--- src/rtl/lidar_packet_parser_macros.svh ---
`ifndef LIDAR_PACKET_PARSER_MACROS_SVH
`define LIDAR_PACKET_PARSER_MACROS_SVH

// Same-cycle implication, disabled while reset is held.
`define LPP_ASSERT_IMP(lbl, clk, rst_n, ante, cons, msg) \
  lbl: assert property (@(posedge clk) disable iff (!rst_n) (ante) |-> (cons)) \
    else $error(msg);

// Next-cycle implication, disabled while reset is held.
`define LPP_ASSERT_NXT(lbl, clk, rst_n, ante, cons, msg) \
  lbl: assert property (@(posedge clk) disable iff (!rst_n) (ante) |=> (cons)) \
    else $error(msg);

`endif

--- src/rtl/lpp_pkg.sv ---
`timescale 1ns / 1ps
`default_nettype none

package lpp_pkg;

  localparam int WIN_LEN    = 22;
  localparam int CHAIN_LEN  = WIN_LEN + 1;
  localparam int N_WORDS    = (WIN_LEN - 2) / 2;
  localparam int N_SAMPLES  = 4;
  localparam int SUM_W      = 26;
  localparam int CHK_W      = 15;
  localparam int CNT_W      = 5;
  localparam int CFG_IDX_W  = 1;
  localparam int CFG_DATA_W = 9;

  localparam logic [7:0]       MARKER_RST = 8'd250;
  localparam logic [8:0]       OFFSET_RST = 9'd140;
  localparam logic [7:0]       INDEX_BASE = 8'hA0;
  localparam logic [CNT_W-1:0] FILL_FULL  = CNT_W'(WIN_LEN - 1);

  typedef enum logic [CFG_IDX_W-1:0] {
    REG_MARKER       = 1'b0,
    REG_ANGLE_OFFSET = 1'b1
  } cfg_reg_t;

  typedef logic [CHAIN_LEN-1:0][7:0] chain_t;

  typedef struct packed {
    logic [8:0]  angle;
    logic [15:0] distance;
    logic        warning;
    logic [15:0] strength;
    logic        sample_ok;
    logic [15:0] speed;
    logic        last;
  } sample_t;

  typedef struct packed {
    logic load;
    logic shift;
  } cell_ctl_t;

  // Reduce 0..1534 to 0..359 with one bank of compares.
  function automatic logic [8:0] wrap_360(input logic [10:0] x);
    logic [10:0] r;
    priority if (x >= 11'd1440) begin
      r = x - 11'd1440;
    end else if (x >= 11'd1080) begin
      r = x - 11'd1080;
    end else if (x >= 11'd720) begin
      r = x - 11'd720;
    end else if (x >= 11'd360) begin
      r = x - 11'd360;
    end else begin
      r = x;
    end
    return r[8:0];
  endfunction

endpackage

`default_nettype wire

--- src/rtl/lpp_window.sv ---
`timescale 1ns / 1ps
`default_nettype none

module lpp_window (
  input  logic                      clk,
  input  logic                      rst_n,
  input  logic                      shift_en,
  input  logic [7:0]                byte_in,
  output lpp_pkg::chain_t           cells,
  output logic [lpp_pkg::SUM_W-1:0] sum
);
  import lpp_pkg::*;

  chain_t           cells_r, cells_nxt;
  logic [SUM_W-1:0] sum1_r, sum1_nxt;
  logic [SUM_W-1:0] sum2_r;
  logic [SUM_W-1:0] head_w, tail_w;

  // Byte cells: each takes its younger neighbor, the newest byte enters at the top.
  always_comb begin
    for (int i = 0; i < CHAIN_LEN - 1; i++) begin
      cells_nxt[i] = cells_r[i+1];
    end
    cells_nxt[CHAIN_LEN-1] = byte_in;
  end

  // Sliding shift-add sum, one chain per byte parity:
  // drop the oldest word (weight 2^10 after doubling), add the newest.
  always_comb begin
    head_w   = SUM_W'({cells_r[1], cells_r[0]}) << N_WORDS;
    tail_w   = SUM_W'({cells_r[WIN_LEN-1], cells_r[WIN_LEN-2]});
    sum1_nxt = (sum2_r << 1) - head_w + tail_w;
  end

  // Cells and sums reset together so the sum always matches the cells.
  always_ff @(posedge clk) begin
    if (!rst_n) begin
      cells_r <= '0;
      sum1_r  <= '0;
      sum2_r  <= '0;
    end else if (shift_en) begin
      cells_r <= cells_nxt;
      sum2_r  <= sum1_r;
      sum1_r  <= sum1_nxt;
    end
  end

  assign cells = cells_r;
  assign sum   = sum1_r;

endmodule

`default_nettype wire

--- src/rtl/lpp_sample_cell.sv ---
`timescale 1ns / 1ps
`default_nettype none

module lpp_sample_cell (
  input  logic               clk,
  input  logic               rst_n,
  input  lpp_pkg::cell_ctl_t ctl,
  input  lpp_pkg::sample_t   load_data,
  input  lpp_pkg::sample_t   next_data,
  input  logic               next_valid,
  output lpp_pkg::sample_t   data,
  output logic               valid
);
  import lpp_pkg::*;

  sample_t data_r, data_nxt;
  logic    valid_r, valid_nxt;

  always_comb begin
    data_nxt  = data_r;
    valid_nxt = valid_r;
    priority if (ctl.load) begin
      data_nxt  = load_data;
      valid_nxt = 1'b1;
    end else if (ctl.shift) begin
      data_nxt  = next_data;
      valid_nxt = next_valid;
    end
  end

  always_ff @(posedge clk) begin
    data_r <= data_nxt;
    if (!rst_n) begin
      valid_r <= 1'b0;
    end else begin
      valid_r <= valid_nxt;
    end
  end

  assign data  = data_r;
  assign valid = valid_r;

endmodule

`default_nettype wire

--- src/rtl/lidar_packet_parser.sv ---
// Byte-serial parser for the 22-byte laser distance sensor packet.
// Input channel: in_valid / in_stall with in_data_byte, one sensor byte per item.
// Output channel: out_valid / out_stall, one sample per item, four per good packet,
// the fourth flagged by out_last.
// Config channel: cfg_valid / cfg_ready with cfg_index (0 marker, 1 angle offset)
// and cfg_data; cfg_ready is always high. Write only while the block is idle.
// Throughput: one byte per cycle while in_stall is low. The window is a chain of
// byte cells with a running shift-add sum, so a full window is checked in the cycle
// after its last byte. A passing check loads the four samples into a four-cell output
// chain at once, and they leave it one per cycle while out_stall is low.
// A stalled receiver holds the head sample; bytes keep flowing until a window
// check falls due while samples still wait, then in_stall rises until they drain.
// Reset (rst_n low at a clock edge) empties the window and the sample chain and
// restores marker 250 and angle offset 140.
`timescale 1ns / 1ps
`default_nettype none
`include "lidar_packet_parser_macros.svh"

module lidar_packet_parser (
  input  logic                           clk,
  input  logic                           rst_n,
  input  logic                           in_valid,
  output logic                           in_stall,
  input  logic [7:0]                     in_data_byte,
  output logic                           out_valid,
  input  logic                           out_stall,
  output logic [8:0]                     out_angle,
  output logic [15:0]                    out_distance,
  output logic                           out_warning,
  output logic [15:0]                    out_strength,
  output logic                           out_sample_ok,
  output logic [15:0]                    out_speed,
  output logic                           out_last,
  input  logic                           cfg_valid,
  output logic                           cfg_ready,
  input  logic [lpp_pkg::CFG_IDX_W-1:0]  cfg_index,
  input  logic [lpp_pkg::CFG_DATA_W-1:0] cfg_data
);
  import lpp_pkg::*;

  logic [7:0]       marker_r, marker_nxt;
  logic [8:0]       offset_r, offset_nxt;
  logic [CNT_W-1:0] cnt_r, cnt_nxt, eff_cnt;
  logic             chk_r, chk_nxt;
  logic             in_accept, good, pop, qbusy;
  chain_t           cells;
  logic [SUM_W-1:0] sum;
  logic [15:0]      fold, word10;
  logic [7:0]       base;
  logic [10:0]      angle_base;
  cell_ctl_t        ctl;
  sample_t          load_s [N_SAMPLES];
  sample_t          q_data [N_SAMPLES];
  logic [N_SAMPLES-1:0] q_valid;

  // Configuration registers.
  assign cfg_ready = 1'b1;

  always_comb begin
    marker_nxt = marker_r;
    offset_nxt = offset_r;
    if (cfg_valid) begin
      unique case (cfg_reg_t'(cfg_index))
        REG_MARKER:       marker_nxt = cfg_data[7:0];
        REG_ANGLE_OFFSET: offset_nxt = cfg_data;
      endcase
    end
  end

  always_ff @(posedge clk) begin
    if (!rst_n) begin
      marker_r <= MARKER_RST;
      offset_r <= OFFSET_RST;
    end else begin
      marker_r <= marker_nxt;
      offset_r <= offset_nxt;
    end
  end

  lpp_window u_window (
    .clk      (clk),
    .rst_n    (rst_n),
    .shift_en (in_accept),
    .byte_in  (in_data_byte),
    .cells    (cells),
    .sum      (sum)
  );

  // Window under check is cells[1..22]; fold the shift-add sum to 15 bits.
  always_comb begin
    word10 = {cells[CHAIN_LEN-1], cells[CHAIN_LEN-2]};
    fold   = {1'b0, sum[CHK_W-1:0]} + 16'(sum[SUM_W-1:CHK_W]);
    good   = chk_r && (cells[1] == marker_r) && !word10[15]
             && (fold[CHK_W-1:0] == word10[CHK_W-1:0]);
  end

  // A good packet empties the window; a bad one keeps it full.
  assign eff_cnt   = good ? '0 : cnt_r;
  assign qbusy     = |q_valid;
  assign in_stall  = qbusy && (eff_cnt == FILL_FULL);
  assign in_accept = in_valid && !in_stall;

  always_comb begin
    cnt_nxt = eff_cnt;
    chk_nxt = 1'b0;
    if (in_accept) begin
      if (eff_cnt == FILL_FULL) begin
        chk_nxt = 1'b1;
      end else begin
        cnt_nxt = eff_cnt + CNT_W'(1);
      end
    end
  end

  always_ff @(posedge clk) begin
    if (!rst_n) begin
      cnt_r <= '0;
      chk_r <= 1'b0;
    end else begin
      cnt_r <= cnt_nxt;
      chk_r <= chk_nxt;
    end
  end

  // Decode the four samples straight from the byte cells.
  assign base       = cells[2] - INDEX_BASE;
  assign angle_base = {1'b0, base, 2'b00} + {2'b00, offset_r};

  always_comb begin
    logic [15:0] dword;
    for (int n = 0; n < N_SAMPLES; n++) begin
      dword               = {cells[6+4*n], cells[5+4*n]};
      load_s[n].angle     = wrap_360(angle_base + 11'(n));
      load_s[n].distance  = dword[15] ? 16'hFFFF : {2'b00, dword[13:0]};
      load_s[n].warning   = dword[14];
      load_s[n].strength  = {cells[8+4*n], cells[7+4*n]};
      load_s[n].sample_ok = !dword[15] && !dword[14];
      load_s[n].speed     = {cells[4], cells[3]};
      load_s[n].last      = (n == N_SAMPLES - 1);
    end
  end

  // Output chain: load all cells at once, then advance one per taken item.
  assign pop       = q_valid[0] && !out_stall;
  assign ctl.load  = good;
  assign ctl.shift = pop;

  for (genvar g = 0; g < N_SAMPLES; g++) begin : g_cell
    sample_t nb_data;
    logic    nb_valid;
    if (g == N_SAMPLES - 1) begin : g_tail
      assign nb_data  = '0;
      assign nb_valid = 1'b0;
    end else begin : g_mid
      assign nb_data  = q_data[g+1];
      assign nb_valid = q_valid[g+1];
    end
    lpp_sample_cell u_cell (
      .clk        (clk),
      .rst_n      (rst_n),
      .ctl        (ctl),
      .load_data  (load_s[g]),
      .next_data  (nb_data),
      .next_valid (nb_valid),
      .data       (q_data[g]),
      .valid      (q_valid[g])
    );
  end

  assign out_valid     = q_valid[0];
  assign out_angle     = q_data[0].angle;
  assign out_distance  = q_data[0].distance;
  assign out_warning   = q_data[0].warning;
  assign out_strength  = q_data[0].strength;
  assign out_sample_ok = q_data[0].sample_ok;
  assign out_speed     = q_data[0].speed;
  assign out_last      = q_data[0].last;

  `LPP_ASSERT_IMP(a_load_into_empty, clk, rst_n, good, !qbusy, "packet loaded over waiting samples")
  `LPP_ASSERT_NXT(a_load_fills_all, clk, rst_n, good, &q_valid, "packet load did not fill chain")
  `LPP_ASSERT_IMP(a_check_when_full, clk, rst_n, chk_r, cnt_r == FILL_FULL, "check without full window")
  `LPP_ASSERT_NXT(a_last_drains, clk, rst_n, pop && out_last, !qbusy, "samples left after last")

endmodule

`default_nettype wire

--- config.mk ---
export PLATFORM = sky130hd
export DESIGN_NAME = lidar_packet_parser
export DESIGN_NICKNAME = d
export VERILOG_FILES = /design/src/rtl/lpp_pkg.sv /design/src/rtl/lpp_window.sv /design/src/rtl/lpp_sample_cell.sv /design/src/rtl/lidar_packet_parser.sv
export VERILOG_INCLUDE_DIRS = /design/src /design/src/rtl
export SDC_FILE = /design/constraint.sdc
export NUM_CORES = 1
export LEC_CHECK = 0
export ABC_AREA = 1
export ABC_CLOCK_PERIOD_IN_PS = 16200
export BUFFER_PORTS_ARGS = -buffer_cell sky130_fd_sc_hd__buf_2
export CORE_MARGIN = 2
export CORE_UTILIZATION = 64
export DETAILED_ROUTE_END_ITERATION = 10
export PLACE_DENSITY = 0.82
export SYNTH_ARGS = -nofsm -noshare
export SYNTH_HDL_FRONTEND = slang
export SYNTH_SLANG_ARGS = --single-unit
--- constraint.sdc ---
create_clock -name clk -period 16.2 [get_ports clk]
set_clock_uncertainty 0.05 [all_clocks]
set_input_delay 0.81 -clock clk [delete_from_list [all_inputs] [get_ports clk]]
set_output_delay 0.81 -clock clk [all_outputs]
set_load 0.02 [all_outputs]
==> metrics <==
Cells after DPL 3,591; unrepaired setup endpoints after global routing no; via count 21,300; syn avg cell area 8.10 sq um; CTS tree yes; Detailed Place HPWL 44,600 um; Post CTS Setup Buffer Count 0; sequential share of the synthesized area 0.484; WP buf/inv 4; hold_buf cts 0; Layout area overhead 8.54%; Post-DP Area 25,800 sq um; initial core utilization 0.652; critical path cell sequence ha_1, fa_1, nand3_1, nand3_1, nand3_1, nand3_1, nand2_1, nand2_1, nand2_1, nand4_1, nor2_1, nand3_4, nand2_1, inv_1, ha_1, nand3b_1, inv_1, nand4_2, nand2_4, inv_4, buf_4, nor2_1, nor2_1; initial antenna violation count 2; vias in the first global route 19,800; CTS resizes 0; largest net degree at the start of global routing 136; Unique masters post-synth 52; Clock Pin Slew Worst Setup and Hold Paths 0.06 ns; global-route wire length before repair 106,000 um; final worst-path cycle share 0.391; maximum clock rate 0.158 GHz; Core Footprint 38,800 sq um; # nets final 3,274; Final Hold Fails 0; layout cell share with drive strength beyond 1 0.0696; final setup violation count 0; fin cells 3,682; max-cap violation count 0; net count after synthesis 3,277; Critical Path Start Type register; die area 41,200 sq um; Sink Count 496; Worst slew margin 0.209; Mapped Area 25,300 sq um; Synth top cells by count nand2_1, nor2_1, o21ai_0; area leader, netlist edfxtp_1; CTS Buf Count 49; cell with the most instances after synthesis nand2_1; WL final 66,100 um; 1st-pass router iterations 7; final instance area 27,500 sq um; EDFF count, synth 232; IO Port Bufs 84; remaining antenna violation count 0; root buf cell clkbuf_16; H-tree depth 2; clock latency on the worst-skew pair 0.59 ns; peak supply drop 86.4 uV; status finished, final reports clean; Worst setup EP type register; Cells after Synth 3,127; CP required 16.67 ns; DIE HEIGHT 203 um; placer congestion estimate 0.964; worst slew pin tran 1.19 ns; DR iter-0 viols 1,999; slowest library cell on the worst path inv_4; Final min period 6.33 ns; worst stage delay on the critical path 0.94 ns; Leak 12.4 nW; Max Fanout on Critical Path 95; Ys Warns 0; CP Class reg2reg; Power Dens Cells 118 nW/um^2; ranking of synthesized cells by area edfxtp_1, dfxtp_1, nand2_1; total power draw 3.26 mW; Overflow after GRT 0; clock buffer depth 3; Main synth FF type dfxtp_1; Async SR Flop Fraction 0; hold crit path type in2reg; detailed-route wire length per cell 17.9 um; reg2reg setup slack 9.87 ns; vias per cell 5.79; Die W 203 um; I/O Pins 86; critical path arrival 6.80 ns; Final Max Slew Viols 0; Yosys top cell area share 0.275; Crit path max-delay family simple AND/OR/NAND/NOR gates; DR DRC count 0; #FFs+latches synth 496; Fin Setup TNS 0 ns; Core Rows 72; Total Routing Usage GR 0.320
==> worst min-delay path, cell delays in order <==
cell and delay (ns):
buf_2 0.10, nand2_1 0.05, nand3_1 0.05
==> where the power goes <==
group | internal, mW | total, mW | leakage [nW] | switching [mW]
clock network | 0.685 | 1.17 | 0.815 | 0.484
logic | 0.225 | 0.690 | 7.12 | 0.464
registers | 1.35 | 1.40 | 4.50 | 0.0483
==> flip-flops by register name, summed over array words and instances (netlist names) <==
register	flops
cnt_r	5
g_cell.u_cell.data	236
g_cell.u_cell.valid	4
u_window.sum	26
marker_r	8
offset_r	9
u_window.sum2_r	25
u_window.cells	182
chk_r	1
==> stage by stage <==
stage	util	hold WS, ns	setup WS (ns)
floorplan	-	0.383	8.16
global placement	0.665	0.396	10.18
detailed placement	0.665	0.408	9.98
CTS	0.708	0.374	9.94
global route	0.708	0.399	9.35
finish	0.708	0.409	9.87
==> final cells by class <==
cell class	instances	area [sq um]
flip-flops and latches	496	12300
fillers	3051	11300
multi-input cells	2194	11300
clock buffers	69	1390
inverters	285	1070
well taps	518	648
repair buffers	98	532
clock inverters	21	268
diodes	1	2.50
==> final timing paths <==
path | startpoint | end | cells after the start
max | u_window.sum[0] | u_window.cells[59] | 23
max reg2reg | u_window.sum[0] | u_window.cells[59] | 23
min reg2reg | u_window.sum2_r[7] | u_window.sum2_r[7] | 2
min | cfg_data[2] | offset_r[2] | 3
==> logic make-up after synthesis <==
family | Yosys count | synth area share
XOR/XNOR | 80 | 0.0300
AND/OR/NAND/NOR | 1417 | 0.233
other | 1 | 0.000148
buffers and inverters | 437 | 0.0704
adder cells (fa/ha/maj) | 127 | 0.0654
flip-flops | 496 | 0.484
AO/OA/AOI/OAI | 569 | 0.117
==> routing by layer <==
metal / global-route usage / up-vias / share of wire
met5: 0 / - / 0.00020
met4: 0.107 / 2 / 0.031
met3: 0.0440 / 130 / 0.071
met2: 0.527 / 864 / 0.47
met1: 0.438 / 10000 / 0.42
li1: - / 10300 / -
==> cell usage in the layout, fill, tap and decap left out, types with 8 or more instances in the layout <==
master     synthesis  routed
nand2_1          610     608
nor2_1           444     443
o21ai_0          305     305
nand3_1          277     277
inv_1            275     274
dfxtp_1          264     264
edfxtp_1         232     232
a21oi_1          168     168
ha_1             118     118
buf_2             42      83
xor2_1            55      55
clkbuf_16          0      51
o21ai_1           48      48
nand4_1           35      35
xnor2_1           20      20
o21a_1            15      15
o211ai_1          14      14
buf_4             11      14
clkbuf_1          80      13
nand2_2           12      12
nor3_1            12      12
inv_2              8       9
fa_1               9       9
clkinv_2           0       8
Power figures use the tool's default switching activity.
